==> src/sv/pac_pkg.sv <==
// Shared types and constants for the pointer acceleration and clamp block.
// No dependencies; every other file of the block uses it.
package pac_pkg;

  // Request codes carried in req_type. The fourth code leaves all state alone.
  typedef enum logic [1:0] {
    REQ_MOVE   = 2'd0,
    REQ_SET    = 2'd1,
    REQ_CENTER = 2'd2
  } req_kind_t;

  // Configuration register indexes.
  localparam int CFG_IDX_W = 3;
  typedef enum logic [CFG_IDX_W-1:0] {
    CFG_GAIN      = 3'd0,
    CFG_THRESHOLD = 3'd1,
    CFG_LEFT      = 3'd2,
    CFG_RIGHT     = 3'd3,
    CFG_TOP       = 3'd4,
    CFG_BOTTOM    = 3'd5
  } cfg_reg_t;

  localparam int GAIN_W   = 4;
  localparam int THRESH_W = 8;
  localparam int MOVE_W   = 9;
  localparam int BTN_W    = 8;
  // Largest accelerated magnitude is 0 + 256 * 15 = 3840 (threshold 0, gain 15).
  localparam int ACC_W    = 12;

  localparam logic [GAIN_W-1:0]   GAIN_RST   = 4'd2;
  localparam logic [THRESH_W-1:0] THRESH_RST = 8'd5;
  localparam int LEFT_RST   = 0;
  localparam int RIGHT_RST  = 1024;
  localparam int TOP_RST    = 0;
  localparam int BOTTOM_RST = 768;

  typedef struct packed {
    logic [GAIN_W-1:0]   gain;
    logic [THRESH_W-1:0] threshold;
  } accel_cfg_t;

endpackage

==> src/sv/pac_req_if.sv <==
// Request channel of the pointer block: valid/ready plus one request.
// Depends on pac_pkg for field widths.
interface pac_req_if #(parameter int COORD_BITS = 12) ();
  logic                                  valid;
  logic                                  ready;
  logic [1:0]                            req_type;
  logic signed [pac_pkg::MOVE_W-1:0]     move_dx;
  logic signed [pac_pkg::MOVE_W-1:0]     move_dy;
  logic [pac_pkg::BTN_W-1:0]             button_bits;
  logic signed [COORD_BITS:0]            pos_x;
  logic signed [COORD_BITS:0]            pos_y;

  modport source (output valid, req_type, move_dx, move_dy, button_bits, pos_x, pos_y,
                  input ready);
  modport sink   (input valid, req_type, move_dx, move_dy, button_bits, pos_x, pos_y,
                  output ready);
endinterface

==> src/sv/pac_rsp_if.sv <==
// Result channel of the pointer block: valid/ready plus position and buttons.
// Depends on pac_pkg for field widths.
interface pac_rsp_if #(parameter int COORD_BITS = 12) ();
  logic                         valid;
  logic                         ready;
  logic [COORD_BITS-1:0]        out_x;
  logic [COORD_BITS-1:0]        out_y;
  logic [pac_pkg::BTN_W-1:0]    out_buttons;

  modport source (output valid, out_x, out_y, out_buttons, input ready);
  modport sink   (input valid, out_x, out_y, out_buttons, output ready);
endinterface

==> src/sv/pac_cfg_regs.sv <==
// Configuration register file: gain, threshold and the four limits.
// Depends on pac_pkg.
module pac_cfg_regs #(
  parameter int COORD_BITS = 12,
  parameter int CFG_W      = 12
) (
  input  logic                            clk,
  input  logic                            rst,
  input  logic                            cfg_we,
  input  logic [pac_pkg::CFG_IDX_W-1:0]   cfg_idx,
  input  logic [CFG_W-1:0]                cfg_wdata,
  output pac_pkg::accel_cfg_t             accel,
  output logic [COORD_BITS-1:0]           left_limit,
  output logic [COORD_BITS-1:0]           right_limit,
  output logic [COORD_BITS-1:0]           top_limit,
  output logic [COORD_BITS-1:0]           bottom_limit
);
  import pac_pkg::*;

  always_ff @(posedge clk) begin
    if (rst) begin
      accel.gain      <= GAIN_RST;
      accel.threshold <= THRESH_RST;
      left_limit      <= COORD_BITS'(LEFT_RST);
      right_limit     <= COORD_BITS'(RIGHT_RST);
      top_limit       <= COORD_BITS'(TOP_RST);
      bottom_limit    <= COORD_BITS'(BOTTOM_RST);
    end else if (cfg_we) begin
      case (cfg_idx)
        CFG_GAIN:      accel.gain      <= cfg_wdata[GAIN_W-1:0];
        CFG_THRESHOLD: accel.threshold <= cfg_wdata[THRESH_W-1:0];
        CFG_LEFT:      left_limit      <= cfg_wdata[COORD_BITS-1:0];
        CFG_RIGHT:     right_limit     <= cfg_wdata[COORD_BITS-1:0];
        CFG_TOP:       top_limit       <= cfg_wdata[COORD_BITS-1:0];
        CFG_BOTTOM:    bottom_limit    <= cfg_wdata[COORD_BITS-1:0];
        default: begin
        end
      endcase
    end
  end
endmodule

==> src/sv/pac_axis.sv <==
// Next position of one axis: threshold acceleration, absolute set, recenter,
// then clamp (lower limit first, upper limit wins); the unused code keeps cur. Depends on pac_pkg.
module pac_axis #(
  parameter int COORD_BITS = 12
) (
  input  logic [1:0]                        req_type,
  input  pac_pkg::accel_cfg_t               accel,
  input  logic [COORD_BITS-1:0]             lo,
  input  logic [COORD_BITS-1:0]             hi,
  input  logic [COORD_BITS-1:0]             cur,
  input  logic signed [pac_pkg::MOVE_W-1:0] delta,
  input  logic signed [COORD_BITS:0]        abs_pos,
  output logic [COORD_BITS-1:0]             nxt
);
  import pac_pkg::*;

  localparam int WIDE  = (COORD_BITS > ACC_W) ? COORD_BITS : ACC_W;
  localparam int SUM_W = WIDE + 2;

  logic                     neg;
  logic [MOVE_W-1:0]        mag;
  logic [MOVE_W-1:0]        excess;
  logic [MOVE_W+GAIN_W-1:0] scaled;
  logic [ACC_W-1:0]         acc_mag;
  logic signed [SUM_W-1:0]  acc_s;
  logic [COORD_BITS:0]      mid_sum;
  logic signed [SUM_W-1:0]  cand;
  logic signed [SUM_W-1:0]  lo_s;
  logic signed [SUM_W-1:0]  hi_s;
  logic signed [SUM_W-1:0]  raised;
  logic signed [SUM_W-1:0]  clamped;

  // magnitude fits 9 unsigned bits, including 256
  assign neg    = delta[MOVE_W-1];
  assign mag    = neg ? MOVE_W'(-delta) : MOVE_W'(delta);
  assign excess = mag - MOVE_W'(accel.threshold);
  assign scaled = (MOVE_W+GAIN_W)'(excess) * (MOVE_W+GAIN_W)'(accel.gain);

  always_comb begin
    if (mag > MOVE_W'(accel.threshold)) begin
      acc_mag = ACC_W'(scaled) + ACC_W'(accel.threshold);
    end else begin
      acc_mag = ACC_W'(mag);
    end
  end

  assign acc_s   = neg ? -$signed(SUM_W'(acc_mag)) : $signed(SUM_W'(acc_mag));
  assign mid_sum = {1'b0, lo} + {1'b0, hi};
  assign lo_s    = $signed(SUM_W'(lo));
  assign hi_s    = $signed(SUM_W'(hi));

  always_comb begin
    case (req_type)
      REQ_MOVE:   cand = $signed(SUM_W'(cur)) + acc_s;
      REQ_SET:    cand = SUM_W'(abs_pos);
      REQ_CENTER: cand = $signed(SUM_W'(mid_sum[COORD_BITS:1]));
      default:    cand = $signed(SUM_W'(cur));
    endcase
  end

  assign raised  = (cand < lo_s) ? lo_s : cand;
  assign clamped = (raised > hi_s) ? hi_s : raised;

  // the unused code leaves the position untouched, no clamp
  always_comb begin
    case (req_type)
      REQ_MOVE, REQ_SET, REQ_CENTER: nxt = clamped[COORD_BITS-1:0];
      default:                       nxt = cur;
    endcase
  end
endmodule

==> src/sv/pointer_accel_clamp.sv <==
// Top level of the pointer tracker: input register, per-axis update, result register.
// Depends on pac_pkg, pac_req_if, pac_rsp_if, pac_cfg_regs and pac_axis.
//
//  port    | dir | handshake          | carries
//  --------+-----+--------------------+-----------------------------------------------
//  req     | in  | valid/ready        | req_type, move_dx, move_dy, button_bits, pos_x/y
//  rsp     | out | valid/ready        | out_x, out_y, out_buttons
//  cfg_*   | in  | cfg_we, no stall   | cfg_idx selects register, cfg_wdata its value
//
// One request per cycle sustained while rsp is not stalled; rsp.valid rises when an accepted request moves on.
// Requests are registered, the new position is computed from the stored pointer state
// in one pass, and pointer state and the result register load on the same edge, so the
// next request sees the updated position. A stalled rsp holds its result while one more
// request waits in the input register; req.ready drops only when both are full.
// Synchronous reset clears the valid flags and the pointer state, and loads the
// register defaults (gain 2, threshold 5, limits 0..1024 by 0..768).
module pointer_accel_clamp #(
  parameter int COORD_BITS = 12
) (
  input  logic                           clk,
  input  logic                           rst,
  input  logic                           cfg_we,
  input  logic [pac_pkg::CFG_IDX_W-1:0]  cfg_idx,
  input  logic [((COORD_BITS > pac_pkg::THRESH_W) ? COORD_BITS : pac_pkg::THRESH_W)-1:0]
                                         cfg_wdata,
  pac_req_if.sink                        req,
  pac_rsp_if.source                      rsp
);
  import pac_pkg::*;

  localparam int CFG_W = (COORD_BITS > THRESH_W) ? COORD_BITS : THRESH_W;

  // configuration
  accel_cfg_t            accel;
  logic [COORD_BITS-1:0] left_limit;
  logic [COORD_BITS-1:0] right_limit;
  logic [COORD_BITS-1:0] top_limit;
  logic [COORD_BITS-1:0] bottom_limit;

  // input register
  logic                     s1_valid;
  logic [1:0]               s1_type;
  logic signed [MOVE_W-1:0] s1_dx;
  logic signed [MOVE_W-1:0] s1_dy;
  logic [BTN_W-1:0]         s1_buttons;
  logic signed [COORD_BITS:0] s1_pos_x;
  logic signed [COORD_BITS:0] s1_pos_y;

  // pointer state
  logic [COORD_BITS-1:0] pointer_x;
  logic [COORD_BITS-1:0] pointer_y;
  logic [BTN_W-1:0]      button_state;
  logic [COORD_BITS-1:0] pointer_x_next;
  logic [COORD_BITS-1:0] pointer_y_next;
  logic [BTN_W-1:0]      button_state_next;

  // result register
  logic                  o_valid;
  logic [COORD_BITS-1:0] o_x;
  logic [COORD_BITS-1:0] o_y;
  logic [BTN_W-1:0]      o_buttons;

  logic advance;
  logic s1_load;

  pac_cfg_regs #(
    .COORD_BITS (COORD_BITS),
    .CFG_W      (CFG_W)
  ) u_cfg (
    .clk          (clk),
    .rst          (rst),
    .cfg_we       (cfg_we),
    .cfg_idx      (cfg_idx),
    .cfg_wdata    (cfg_wdata),
    .accel        (accel),
    .left_limit   (left_limit),
    .right_limit  (right_limit),
    .top_limit    (top_limit),
    .bottom_limit (bottom_limit)
  );

  // request moves to the result register when that one is empty or being drained
  assign advance   = s1_valid && (!o_valid || rsp.ready);
  assign req.ready = !s1_valid || advance;
  assign s1_load   = req.valid && req.ready;

  always_ff @(posedge clk) begin
    if (rst) begin
      s1_valid <= 1'b0;
    end else if (req.ready) begin
      s1_valid <= req.valid;
    end
  end

  always_ff @(posedge clk) begin
    if (s1_load) begin
      s1_type    <= req.req_type;
      s1_dx      <= req.move_dx;
      s1_dy      <= req.move_dy;
      s1_buttons <= req.button_bits;
      s1_pos_x   <= req.pos_x;
      s1_pos_y   <= req.pos_y;
    end
  end

  pac_axis #(.COORD_BITS(COORD_BITS)) u_axis_x (
    .req_type (s1_type),
    .accel    (accel),
    .lo       (left_limit),
    .hi       (right_limit),
    .cur      (pointer_x),
    .delta    (s1_dx),
    .abs_pos  (s1_pos_x),
    .nxt      (pointer_x_next)
  );

  pac_axis #(.COORD_BITS(COORD_BITS)) u_axis_y (
    .req_type (s1_type),
    .accel    (accel),
    .lo       (top_limit),
    .hi       (bottom_limit),
    .cur      (pointer_y),
    .delta    (s1_dy),
    .abs_pos  (s1_pos_y),
    .nxt      (pointer_y_next)
  );

  // only a move updates the buttons
  assign button_state_next = (s1_type == REQ_MOVE) ? s1_buttons : button_state;

  always_ff @(posedge clk) begin
    if (rst) begin
      pointer_x    <= '0;
      pointer_y    <= '0;
      button_state <= '0;
    end else if (advance) begin
      pointer_x    <= pointer_x_next;
      pointer_y    <= pointer_y_next;
      button_state <= button_state_next;
    end
  end

  always_ff @(posedge clk) begin
    if (rst) begin
      o_valid <= 1'b0;
    end else if (advance) begin
      o_valid <= 1'b1;
    end else if (rsp.ready) begin
      o_valid <= 1'b0;
    end
  end

  always_ff @(posedge clk) begin
    if (advance) begin
      o_x       <= pointer_x_next;
      o_y       <= pointer_y_next;
      o_buttons <= button_state_next;
    end
  end

  assign rsp.valid       = o_valid;
  assign rsp.out_x       = o_x;
  assign rsp.out_y       = o_y;
  assign rsp.out_buttons = o_buttons;
endmodule

==> src/flat_wrapper.sv <==
// flat-port wrapper written by rule: the top's interface ports become plain ports
module pointer_accel_clamp_flat import pac_pkg::*;
#(
  parameter int COORD_BITS = 12
)
  (clk, rst, cfg_we, cfg_idx, cfg_wdata, req_valid, req_req_type, req_move_dx, req_move_dy, req_button_bits, req_pos_x, req_pos_y, req_ready, rsp_valid, rsp_out_x, rsp_out_y, rsp_out_buttons, rsp_ready);
  pac_req_if #(.COORD_BITS(COORD_BITS)) req_i ();
  pac_rsp_if #(.COORD_BITS(COORD_BITS)) rsp_i ();
  input  logic clk;
  input  logic rst;
  input  logic cfg_we;
  input  logic [pac_pkg::CFG_IDX_W-1:0] cfg_idx;
  input  logic [((COORD_BITS > pac_pkg::THRESH_W) ? COORD_BITS : pac_pkg::THRESH_W)-1:0] cfg_wdata;
  input wire logic [$bits(req_i.valid)-1:0] req_valid;
  input wire logic [$bits(req_i.req_type)-1:0] req_req_type;
  input wire logic [$bits(req_i.move_dx)-1:0] req_move_dx;
  input wire logic [$bits(req_i.move_dy)-1:0] req_move_dy;
  input wire logic [$bits(req_i.button_bits)-1:0] req_button_bits;
  input wire logic [$bits(req_i.pos_x)-1:0] req_pos_x;
  input wire logic [$bits(req_i.pos_y)-1:0] req_pos_y;
  output wire logic [$bits(req_i.ready)-1:0] req_ready;
  output wire logic [$bits(rsp_i.valid)-1:0] rsp_valid;
  output wire logic [$bits(rsp_i.out_x)-1:0] rsp_out_x;
  output wire logic [$bits(rsp_i.out_y)-1:0] rsp_out_y;
  output wire logic [$bits(rsp_i.out_buttons)-1:0] rsp_out_buttons;
  input wire logic [$bits(rsp_i.ready)-1:0] rsp_ready;
  assign req_i.valid = req_valid;
  assign req_i.req_type = req_req_type;
  assign req_i.move_dx = req_move_dx;
  assign req_i.move_dy = req_move_dy;
  assign req_i.button_bits = req_button_bits;
  assign req_i.pos_x = req_pos_x;
  assign req_i.pos_y = req_pos_y;
  assign req_ready = req_i.ready;
  assign rsp_valid = rsp_i.valid;
  assign rsp_out_x = rsp_i.out_x;
  assign rsp_out_y = rsp_i.out_y;
  assign rsp_out_buttons = rsp_i.out_buttons;
  assign rsp_i.ready = rsp_ready;
  pointer_accel_clamp #(.COORD_BITS(COORD_BITS)) u_core (.clk(clk), .rst(rst), .cfg_we(cfg_we), .cfg_idx(cfg_idx), .cfg_wdata(cfg_wdata), .req(req_i), .rsp(rsp_i));
endmodule
==> config.mk <==
export PLATFORM = sky130hd
export DESIGN_NAME = pointer_accel_clamp_flat
export DESIGN_NICKNAME = d
export VERILOG_FILES = /design/src/sv/pac_pkg.sv /design/src/sv/pac_req_if.sv /design/src/sv/pac_rsp_if.sv /design/src/sv/pac_cfg_regs.sv /design/src/sv/pac_axis.sv /design/src/sv/pointer_accel_clamp.sv /design/src/flat_wrapper.sv
export SDC_FILE = /design/constraint.sdc
export NUM_CORES = 1
export LEC_CHECK = 0
export ABC_AREA = 1
export BUFFER_PORTS_ARGS = -buffer_cell sky130_fd_sc_hd__buf_2
export CORE_MARGIN = 2
export CORE_UTILIZATION = 51
export DETAILED_ROUTE_END_ITERATION = 10
export HOLD_SLACK_MARGIN = 0.05
export PLACE_DENSITY = 0.75
export SLEW_MARGIN = 20
export SYNTH_ARGS = -nofsm -noshare
export SYNTH_HDL_FRONTEND = slang
export SYNTH_SLANG_ARGS = --single-unit
==> constraint.sdc <==
create_clock -name clk -period 11.66 [get_ports clk]
set_input_delay 1.749 -clock clk [delete_from_list [all_inputs] [get_ports clk]]
set_output_delay 1.749 -clock clk [all_outputs]
set_load 0.02 [all_outputs]
### Word level (Yosys, flattened, before mapping)

Index checks and enable logic that the tools add are counted.

* equal/unequal tests: 7
* reduce and logical (&&, ||, !) cells: 16
* magnitude comparators: 6
* $add $sub $neg: 12
* mux-type cells: 17
* multipliers: 2

Operator list (count)
* one-hot mux 14 bit (3 select lines): 2
* 2-to-1 mux 12 bit: 6
* 2-to-1 mux 14 bit: 4
* adder 13 x 14 -> 14 bit: 2
* greater-than comparator 14 x 13 -> 1 bit: 2
* < comparator 14 x 13 -> 1 bit: 2
* negator 12 -> 14 bit: 2
* adder 12 x 12 -> 13 bit: 2
* adder 12 x 8 -> 12 bit: 2
* multiplier 9 x 4 -> 12 bit: 2
* greater-than comparator 9 x 8 -> 1 bit: 2
* 2-to-1 mux 9 bit: 2
* negator 9 bit: 2
* subtractor 9 x 8 -> 9 bit: 2
* AND reduction 2 bit: 6
* 2-to-1 mux 8 bit: 1
* equality test 3 x 2 -> 1 bit, second input constant: 2
* equality test 3 bit, second input constant: 2
* equality test 3 x 1 -> 1 bit, second input constant: 1
* zero test 3 bit: 1
* OR reduction 3 bit: 1
* equality test 2 x 1 -> 1 bit, second input constant: 1
* equality test 2 bit, second input constant: 1
* logical AND 1 bit: 2
* 5 further kinds: 8

* input port bits: 74
* bits in registers: 180
* output and inout bits: 34
* word-level logic and storage cells: 80

### Longest topological paths before layout

Gate-level depths: netlist of the first run.

* word-level depth: 15
* gate-level depth with buffers: 68
* depth with buffers taken out: 66

### By module

Synthesis of the first run repeated with hierarchy kept, for this count alone.

* cells, all modules: 2288
* area, all modules: 16150.5 um^2

By module, submodules not included
* pac_axis at u_core.u_axis_y: cells an instance 852, area each 4899.7 um^2, times used 1, sequential area each 0.0 um^2
* pac_axis at u_core.u_axis_x: cells an instance 810, area each 4799.6 um^2, times used 1, sequential area each 0.0 um^2
* pointer_accel_clamp: cells an instance 275, area each 4007.6 um^2, times used 1, sequential area each 3263.1 um^2
* pac_cfg_regs: cells an instance 351, area each 2443.6 um^2, times used 1, sequential area each 1201.2 um^2

### Least setup slack after synthesis of the first run

OpenSTA, ideal clock, no wires.

* path type: register to register
* start point: register u_core.s1_dy[8]
* end point: register u_core.o_y[8], in the netlist u_core.rsp.out_y[8], data pin
* arrival: 9.231 ns
* cell stages (with the launch flop): 56
* library setup time: 0.255 ns
* path buffers: 3
* path slack: 2.174 ns
* path through: edfxtp_1 -> clkbuf_1 -> o21ai_0 -> fa_1 -> nand2_1 -> nand2_1 -> nand2_1 -> xor2_1 -> nor2_1 -> fa_1 -> fa_1 -> fa_1 -> ha_1 -> nand2_1 -> or2_2 -> nand3_1 -> xor2_1 -> nand2_1 -> (+20 left out) -> inv_1 -> clkbuf_1 -> nand3_1 -> o21ai_0 -> inv_1 -> ha_1 -> nand2_1 -> nor2_1 -> a211oi_1 -> o21ai_0 -> a221o_1 -> o31ai_1 -> nand2_4 -> nand2_2 -> buf_6 -> nand2_1 -> nand3_1 -> nand2_1

* longest elaborated chain between the ends: 15
* elaborated cells between the ends (all ways): 16
* classes of those cells: 5 x add/sub; 1 x mul; 3 x order compare; 7 x mux

Ends and longest elaborated chain
* start: declaration: line pointer_accel_clamp.sv:44 `logic signed [MOVE_W-1:0] s1_dy;`
* start signal: assignment: line pointer_accel_clamp.sv:99 `s1_dy <= req.move_dy;`
* negator 9 bit: line pac_axis.sv:35 `assign mag = neg ? MOVE_W'(-delta) : MOVE_W'(delta);`
* 2-to-1 mux 9 bit: line pac_axis.sv:35
* subtractor 9 x 8 -> 9 bit: line pac_axis.sv:36 `assign excess = mag - MOVE_W'(accel.threshold);`
* multiplier 9 x 4 -> 12 bit: line pac_axis.sv:37 `assign scaled = (MOVE_W+GAIN_W)'(excess) * (MOVE_W+GAIN_W)'(accel.gain);`
* adder 12 x 8 -> 12 bit: line pac_axis.sv:41 `acc_mag = ACC_W'(scaled) + ACC_W'(accel.threshold);`
* 2-to-1 mux 12 bit: line pac_axis.sv:40 `if (mag > MOVE_W'(accel.threshold)) begin`
* negator 12 -> 14 bit: line pac_axis.sv:47 `assign acc_s = neg ? -$signed(SUM_W'(acc_mag)) : $signed(SUM_W'(acc_mag));`
* 2-to-1 mux 14 bit (*): line pac_axis.sv:47
* adder 13 x 14 -> 14 bit (*): line pac_axis.sv:54 `REQ_MOVE: cand = $signed(SUM_W'(cur)) + acc_s;`
* one-hot mux 14 bit (3 select lines) (*): line pac_axis.sv:53 `case (req_type)`
* < comparator 14 x 13 -> 1 bit: line pac_axis.sv:61 `assign raised = (cand < lo_s) ? lo_s : cand;`
* 2-to-1 mux 14 bit (*): line pac_axis.sv:61
* greater-than comparator 14 x 13 -> 1 bit: line pac_axis.sv:62 `assign clamped = (raised > hi_s) ? hi_s : raised;`
* 2-to-1 mux 12 bit (*): line pac_axis.sv:62
* 2-to-1 mux 12 bit (*): line pac_axis.sv:66 `case (req_type)`
* named net u_core.pointer_y_next[8]: line pointer_accel_clamp.sv:54 `logic [COORD_BITS-1:0] pointer_y_next;`
* end signal: assignment: line pointer_accel_clamp.sv:156 `o_y <= pointer_y_next;`
* end: declaration: line pointer_accel_clamp.sv:60 `logic [COORD_BITS-1:0] o_y;`

Mark *: on every way through the listed nets, which the timed path passes. The rest lies on a longest branch.
A chain may end at the register's enable or synchronous reset.

### Worst setup path in the final report of the first run

* start point: register u_core.s1_dy[0]
* end point: register u_core.o_y[5], in the netlist u_core.rsp.out_y[5], data pin

* longest elaborated chain between the ends: 15
* elaborated cells between the ends (all ways): 16
* classes of those cells: 5 x add/sub; 1 x mul; 3 x order compare; 7 x mux

Ends and longest elaborated chain (line)
* negator 9 bit: pac_axis.sv:35
* 2-to-1 mux 9 bit (*): pac_axis.sv:35
* subtractor 9 x 8 -> 9 bit: pac_axis.sv:36
* multiplier 9 x 4 -> 12 bit: pac_axis.sv:37
* adder 12 x 8 -> 12 bit: pac_axis.sv:41
* 2-to-1 mux 12 bit (*): pac_axis.sv:40
* negator 12 -> 14 bit: pac_axis.sv:47
* 2-to-1 mux 14 bit (*): pac_axis.sv:47
* adder 13 x 14 -> 14 bit (*): pac_axis.sv:54
* one-hot mux 14 bit (3 select lines) (*): pac_axis.sv:53
* < comparator 14 x 13 -> 1 bit: pac_axis.sv:61
* 2-to-1 mux 14 bit (*): pac_axis.sv:61
* greater-than comparator 14 x 13 -> 1 bit: pac_axis.sv:62
* 2-to-1 mux 12 bit (*): pac_axis.sv:62
* 2-to-1 mux 12 bit (*): pac_axis.sv:66
* named net u_core.pointer_y_next[5]: pointer_accel_clamp.sv:54

Marks and branches as above.

==> impl_results.md, run 1 <==
* Outcome: finished, final reports clean
* Headroom to the max-slew limit at between 30% and 40%
* Worst VDD drop at around 0.12 mV
* Worst-margin pin slew at about 1 ns
* DR iter-0 viols at ~1500
* CP Class: reg -> reg
* First-pass GRT wire length at between 70000 and 80000 microns
* Remaining global-route overflow at 0
* Post-route DRC at 0
* Total Routing Usage GR at between 20 and 30%
* Post-synthesis compound-gate area fraction at between 10% and 20%
* Synthesized area at between 15000 and 20000 sq um
* Die width at 177 microns
* Root buffer cell: clkbuf_16
* Vias per inst at around 5.6
* Post-synth top area cell: edfxtp_1
* Worst-Skew Late Latency at between 0.4 and 0.5 ns
* Clk slew on worst S/H paths at around 0.080 ns
* Delay-heaviest family, CP: adder cells
* Share of layout cells above drive strength 1 at between 10% and 20%
* CTS buffer count at 17
* Leakage at ~0.0083 uW
* Via count at approximately 15000
* XOR/XNOR Fraction of Synth Area at under 10%
* Post-synthesis mux area share at 0.131%
* Top post-synthesis cells by count: 443 x nand2_1, 320 x inv_1, 199 x nor2_1, 158 x nand3_1, 156 x ha_1
* Setup TNS at 0 ns
* Synth async-reset ratio at 0%
* Setup Skew at between 0.01 and 0.015 ns
* Delay of the slowest critical-path stage at 0.58 ns
* Synthesized area per cell at around 7.3 sq um
* Unrepaired setup endpoints after global routing: no
* Chip height at approximately 180 microns
* Layout Nets at between 2000 and 2500
* CTS tree: done
* Slowest cell on crit path: fa_1
* CP startpoint kind: register
* Post-route ant nets at 0
* Crit. End Element: register
* Hold Vio Cnt, Final at 0
* Cell count after synthesis at 2090
* Number of global-route vias before repair at roughly 14000
* Post-DP HPWL at 34200 microns
* Final setup fails at 0
* Hold Crit Class: reg -> reg
* Cell variety after synth at 50
* Pwr dens at 178 nW/um^2
* Average wire per standard cell at around 17 microns
* Initial Util at about half
* Antenna cells at 0
* Top Ports at 108
* FILL cells at 2781
* Largest net degree at the start of global routing at 73
* Synth Register Bits at between 150 and 200
* Highest clock rate at between 90 and 100 MHz
* Tcrit/Tclk final at between 90% and 100%
* Utilization after layout at 56.8%
* Syn_nets at 2366
* Die area at about 31000 sq um
* Crit path top cell by count: nand2_1
* CP required at between 10 and 15 ns
* CTS Buffer Depth at 2
* Max Cap Viol at 0
* Overall Power at ~3000 uW
* Main combinational cell family by area after synthesis: simple AND/OR/NAND/NOR gates
* Top Registers: u_core.s1_pos_x x13, u_core.s1_pos_y x13
* Total of warnings raised by yosys at 0
* Core area at 29600 sq um
* GPL Wtd Cong at 0.945
* Router iterations before antenna repair at 7
* H-tree Lvls at 4
* Final-report max-slew violation count at 0
* Top post-synthesis cells by area: edfxtp_1 17%, ha_1 13%, dfxtp_1 12%
* IO Port Bufs at ~110
* CTS Sinks at 180
* Antenna violations before repair at 1
* Worst Path Buf+Inv at 6
* Worst-path maximum fanout at 12
* Row Count at 63
* Placement Setup Slack at 0.0738 ns
* Top FF cell, synth: dfxtp_1
* Register area share after synthesis at between 20 and 30%
* Top-count cell post-synth: nand2_1
* Synth Area in Simple Gates at about 25%
* Adder-cell area share of the yosys netlist at a little under a fifth
* Final wirelength at ~45000 microns
* Post-synth EDFFs at between 80 and 90
* Hold-fix buffer count after cts at 0
* CP arrival at about 11 ns
* Setup ws final at ~0.73 ns
* Area Growth Syn to Fin at 10.1%
* Top cell type's share of synthesized area at about 17%
* Post-layout minimum cycle time at around 11 ns
-- power breakdown --
| group | total (uW) | switching, uW | internal (uW) | leakage (uW) |
|---|---|---|---|---|
| Combinational | 1640 | 1040 | 598 | 0.00644 |
| Sequential | 775 | 35.7 | 739 | 0.00160 |
| Clock | 575 | 286 | 289 | 0.000274 |
| Total | 2990 | 1360 | 1630 | 0.00832 |
-- stage by stage --
stage          cells  cell area (sq um)  hold slack [ns]
4_1_cts         2575              16700            0.462
3_3_place_gp    2542              16100            0.442
6_report        2586              16800            0.460
5_1_grt         2586              16800            0.486
2_1_floorplan   2090              15200            0.431
3_5_place_dp    2542              16100            0.448
-- worst paths after layout --
path                                              from                      to  slack [ns]  depth (start not counted)
worst max register to register         u_core.s1_dy[0]     u_core.rsp.out_y[5]        0.73                         60
worst max-delay path                   u_core.s1_dy[0]     u_core.rsp.out_y[5]        0.73                         60
worst min register to register  u_core.button_state[3]  u_core.button_state[3]        0.46                          2
worst min-delay path            u_core.button_state[3]  u_core.button_state[3]        0.46                          2
-- per-layer routing --
layer | vias up | share of wire (%) | routed length [microns] | track usage (%)
met1 | 6800 | 43 | 19400 | 39.6
met5 | - | 0 | 0 | 0
met2 | 617 | 44 | 19800 | 44.9
met3 | 100 | 8.7 | 3880 | 4.85
met4 | 0 | 4.0 | 1800 | 12.7
li1 | 7078 | - | - | -
-- kinds of logic after synthesis --
kind of cell,count (synthesis)
AOI/OAI and AO/OA,382
xor gates and xnor gates,58
buffers and inverters,383
and+or+nand+nor,883
muxes,2
DFF,180
adders and majority gates,202
-- repair_timing --
action                     CTS  global route
setup endpoints to repair    1            48
pin swaps                    0             4
buffers inserted             1            11
resized for setup            0            14
-- cells in the final DEF, fill, tap and decap left out, drive strengths merged, types with 2 or more instances in the layout --
cell,count
nor3,13
ha,156
or2,15
fa,46
a211oi,11
buf,128
a21o,3
nand3,164
clkinvlp,2
mux2i,2
a21oi,144
clkinv,5
a21boi,4
dfxtp,94
a32o,2
nand2,461
a31oi,12
o21bai,8
clkbuf,20
nor4,4
nand3b,3
edfxtp,86
o211ai,9
o22ai,3
o221ai,2
inv,334
nand4,18
nor2,205
o21a,5
xnor2,24
xor2,34
o2111ai,16
o31ai,5
o21ai,154
-- worst register-to-register path: cells and delay by family (launching register included) --
family | cells | cell delay (ns)
AND/OR/NAND/NOR | 28 | 2.78
AO/OA/AOI/OAI | 13 | 2.39
buffers and inverters | 6 | 0.62
XOR/XNOR | 3 | 0.61
flip-flops | 1 | 0.45
adder cells (fa/ha/maj) | 10 | 3.84
-- area by class of cell --
cell class	instances	area (sq um)	share of cell area (%)
Timing Repair Buffer	128	693	4.13
Inverter	329	1240	7.38
Tap cell	390	488	2.91
Sequential cell	180	4460	26.6
Multi-Input combinational cell	1527	9360	55.7
Clock buffer	20	458	2.73
Clock inverter	12	88.8	0.529
No activity file was read; power rests on OpenSTA's default activity.
==> inputs of run 2 (changes only) <==
- SKIP_LAST_GASP: unset -> 1
- SYNTH_HIERARCHICAL: unset -> 1
==> impl_results.md, run 2 <==
* Post-synthesis mux area share at 0.0852% (was 0.131%)
* Chip height at 182 microns (was 177 microns)
* FILL cells at 3008 (was 2781)
* Post-synth top area cell: edfxtp_1 (unchanged)
* Initial Util at 51.4% (was 51.6%)
* Leakage at 0.00884 uW (was 0.00832 uW)
* Final setup fails at 0 (unchanged)
* Remaining global-route overflow at 0 (unchanged)
* CTS tree: done (unchanged)
* Worst-Skew Late Latency at 0.46 ns (about the same)
* CTS buffer count at 17 (unchanged)
* Post-DP Area at 16900 sq um (was 16100 sq um)
* Setup ws final at 0.742 ns (was 0.728 ns)
* FF-to-FF setup slack at 0.74 ns (was 0.73 ns)
* Hold Vio Cnt, Final at 0 (unchanged)
* Top post-synthesis cells by count: 549 x nand2_1, 341 x inv_1, 320 x nor2_1, 197 x nand3_1, 158 x ha_1 (was 443 x nand2_1, 320 x inv_1, 199 x nor2_1, 158 x nand3_1, 156 x ha_1)
* Overall Power at 2840 uW (was 2990 uW)
* Post-DP HPWL at 36400 microns (was 34200 microns)
* Via count at 15100 (was 14600)
* CP Class: reg -> reg (unchanged)
* Adder-cell area share of the yosys netlist at 17.9% (was 18.8%)
* Worst Path Buf+Inv at 9 (was 6)
* Die width at 182 microns (was 177 microns)
* Slowest cell on crit path: fa_1 (unchanged)
* Top post-synthesis cells by area: edfxtp_1 16%, nand2_1 13%, ha_1 12% (was edfxtp_1 17%, ha_1 13%, dfxtp_1 12%)
* Synth async-reset ratio at 0% (unchanged)
* DR iter-0 viols at 1189 (was 1459)
* Total Routing Usage GR at 27.8% (was 28.9%)
* Hold Crit Class: reg -> reg (unchanged)
* Post-route ant nets at 0 (unchanged)
* Row Count at 65 (was 63)
* Headroom to the max-slew limit at 38.0% (was 34.8%)
* Setup TNS at 0 ns (unchanged)
* Main combinational cell family by area after synthesis: simple AND/OR/NAND/NOR gates (unchanged)
* Tcrit/Tclk final at 93.6% (was 93.8%)
* Setup Skew at 0.0113 ns (was 0.0145 ns)
* Worst-margin pin slew at 0.927 ns (was 0.977 ns)
* CP required at 12.05 ns (was 11.87 ns)
* Dpl cells at 2757 (was 2542)
* R2r endpoint: u_core/pointer_y[9] (was u_core.rsp.out_y[5])
* Number of global-route vias before repair at 14200 (was 13700)
* Area Growth Syn to Fin at 9.16% (was 10.1%)
* Layout Nets at 2655 (was 2459)
* Post-synth EDFFs at 86 (unchanged)
* Post-layout minimum cycle time at 10.92 ns (was 10.93 ns)
* Antenna violations before repair at 5 (was 1)
* Register area share after synthesis at 27.6% (was 29.3%)
* Synthesized area at 16200 sq um (was 15200 sq um)
* Largest net degree at the start of global routing at 57 (was 73)
* Footprint of the multi-input gates at 10100 sq um (was 9360 sq um)
* Average wire per standard cell at 16.4 microns (was 17.3 microns)
* Commonest non-fill, non-tap cell in the layout: nand2_1 (unchanged)
* Cell count after synthesis at 2288 (was 2090)
* Final-report max-slew violation count at 0 (unchanged)
* Die area at 33100 sq um (was 31300 sq um)
* Top Ports at 108 (unchanged)
* Outcome: finished, final reports clean (unchanged)
* Max Cap Viol at 0 (unchanged)
* CTS Buffer Depth at 2 (unchanged)
* XOR/XNOR Fraction of Synth Area at 3.09% (was 3.33%)
* First-pass GRT wire length at 72700 microns (was 70800 microns)
* R2R cell count at 60 (unchanged)
* Highest clock rate at 91.6 MHz (was 91.5 MHz)
* CTS Sinks at 180 (unchanged)
* Share of layout cells above drive strength 1 at 10.0% (was 10.4%)
* Total of warnings raised by yosys at 6 (was 0)
* Register area at 4460 sq um (unchanged)
* Top cell type's share of synthesized area at 16.0% (was 16.9%)
* Top Registers: u_core/s1_pos_x x13, u_core/s1_pos_y x13 (was u_core.s1_pos_x x13, u_core.s1_pos_y x13)
* Post-route cell area at 17600 sq um (was 16800 sq um)
* Router iterations before antenna repair at 8 (was 7)
* Delay-heaviest family, CP: adder cells (unchanged)
* Hold-fix buffer count after cts at 0 (unchanged)
* Cell variety after synth at 56 (was 50)
* Synthesized area per cell at 7.06 sq um (was 7.30 sq um)
* Crit. End Element: register (unchanged)
* GPL Wtd Cong at 0.969 (was 0.945)
* Root buffer cell: clkbuf_16 (unchanged)
* Synth Area in Simple Gates at 31.0% (was 24.6%)
* Crit path from: u_core/s1_dy[2] (was u_core.s1_dy[0])
* Vias per inst at 5.41 (was 5.64)
* Worst-path maximum fanout at 11 (was 12)
* Top-count cell post-synth: nand2_1 (unchanged)
* Most frequent cells in the layout: 549 x nand2_1, 339 x inv_1, 320 x nor2_1 (was 443 x nand2_1, 316 x inv_1, 197 x nor2_1)
* Syn_nets at 2566 (was 2366)
* Final wirelength at 45700 microns (was 44900 microns)
* Placement Setup Slack at 0.686 ns (was 0.0738 ns)
* Worst Setup EP: u_core/pointer_y[9] (was u_core.rsp.out_y[5])
* Fin cells at 2797 (was 2586)
* Worst VDD drop at 0.119 mV (was 0.115 mV)
* Clk slew on worst S/H paths at 0.08 ns (about the same)
* H-tree Lvls at 4 (unchanged)
* Core area at 31400 sq um (was 29600 sq um)
* CP startpoint kind: register (unchanged)
* Delay of the slowest critical-path stage at 0.55 ns (was 0.58 ns)
* Synth Register Bits at 180 (unchanged)
* IO Port Bufs at 107 (unchanged)
* Top FF cell, synth: dfxtp_1 (unchanged)
* Crit path top cell by count: nand2_1 (unchanged)
* Worst R2R Start: u_core/s1_dy[2] (was u_core.s1_dy[0])
* CP arrival at 11.30 ns (was 11.14 ns)
* Post-synthesis compound-gate area fraction at 9.95% (was 14.1%)
* Pwr dens at 161 nW/um^2 (was 178 nW/um^2)
* Post-route DRC at 0 (unchanged)
* Worst path depth at 60 (unchanged)
[run 2: worst min path at each step]
stage,startpoint,to,slack (ns),depth (start not counted)
3_5_place_dp,u_core/u_cfg/top_limit[4],u_core/u_cfg/top_limit[4],0.50,2
5_1_grt,u_core/u_cfg/accel[7],u_core/u_cfg/accel[7],0.54,2
2_1_floorplan,u_core/u_cfg/bottom_limit[8],u_core/u_cfg/bottom_limit[8],0.45,2
4_1_cts,u_core/u_cfg/top_limit[4],u_core/u_cfg/top_limit[4],0.51,2
3_3_place_gp,u_core/u_cfg/accel[3],u_core/u_cfg/accel[3],0.49,2
6_report,u_core/u_cfg/accel[7],u_core/u_cfg/accel[7],0.51,2
[run 2: per-layer routing]
| layer | share of wire (%) | track usage, % | up-vias |
|---|---|---|---|
| met5 | 0 | 0 | - |
| met4 | 3.4 | 10.8 | 0 |
| met3 | 5.6 | 4.31 | 93 |
| met2 | 46 | 46.1 | 508 |
| met1 | 45 | 36.6 | 6970 |
| li1 | - | - | 7566 |
[run 2: where the power goes]
group / internal, uW / switching, uW
registers: 729 / 37.7
logic: 515 / 945
clock network: 318 / 296
[run 2: tightest hold or removal path, delay by kind of cell (launching register included)]
family	cells	cell delay, ns
DFF	1	0.33
and+or+nand+nor	2	0.15
[run 2: kinds of logic after synthesis]
family | after synthesis
XOR/XNOR | 57
flip-flops | 180
AO/OA/AOI/OAI | 269
adder cells (fa/ha/maj) | 204
multiplexers | 1
buffers and inverters | 404
AND/OR/NAND/NOR | 1173
[run 2: final cells by class]
cell class / count / share of cell area [%]
flip-flops and latches: 180 / 25.3
clock inverters: 14 / 1.04
well taps: 402 / 2.85
repair buffers: 118 / 3.51
clock buffers: 18 / 2.49
inverters: 356 / 7.59
diodes: 5 / 0.0710
multi-input cells: 1704 / 57.1
[run 2: stage by stage]
stage	hold slack, ns	util (%)
finish	0.511	56.2
global route	0.536	56.1
CTS	0.511	55.9
detailed placement	0.501	53.9
global placement	0.490	53.9
floorplan	0.454	-
[run 2: timing repair]
item                                    in CTS  in global routing
endpoints found under the setup margin       0                 24
setup buffers                                0                  3
resized for setup                            0                 11
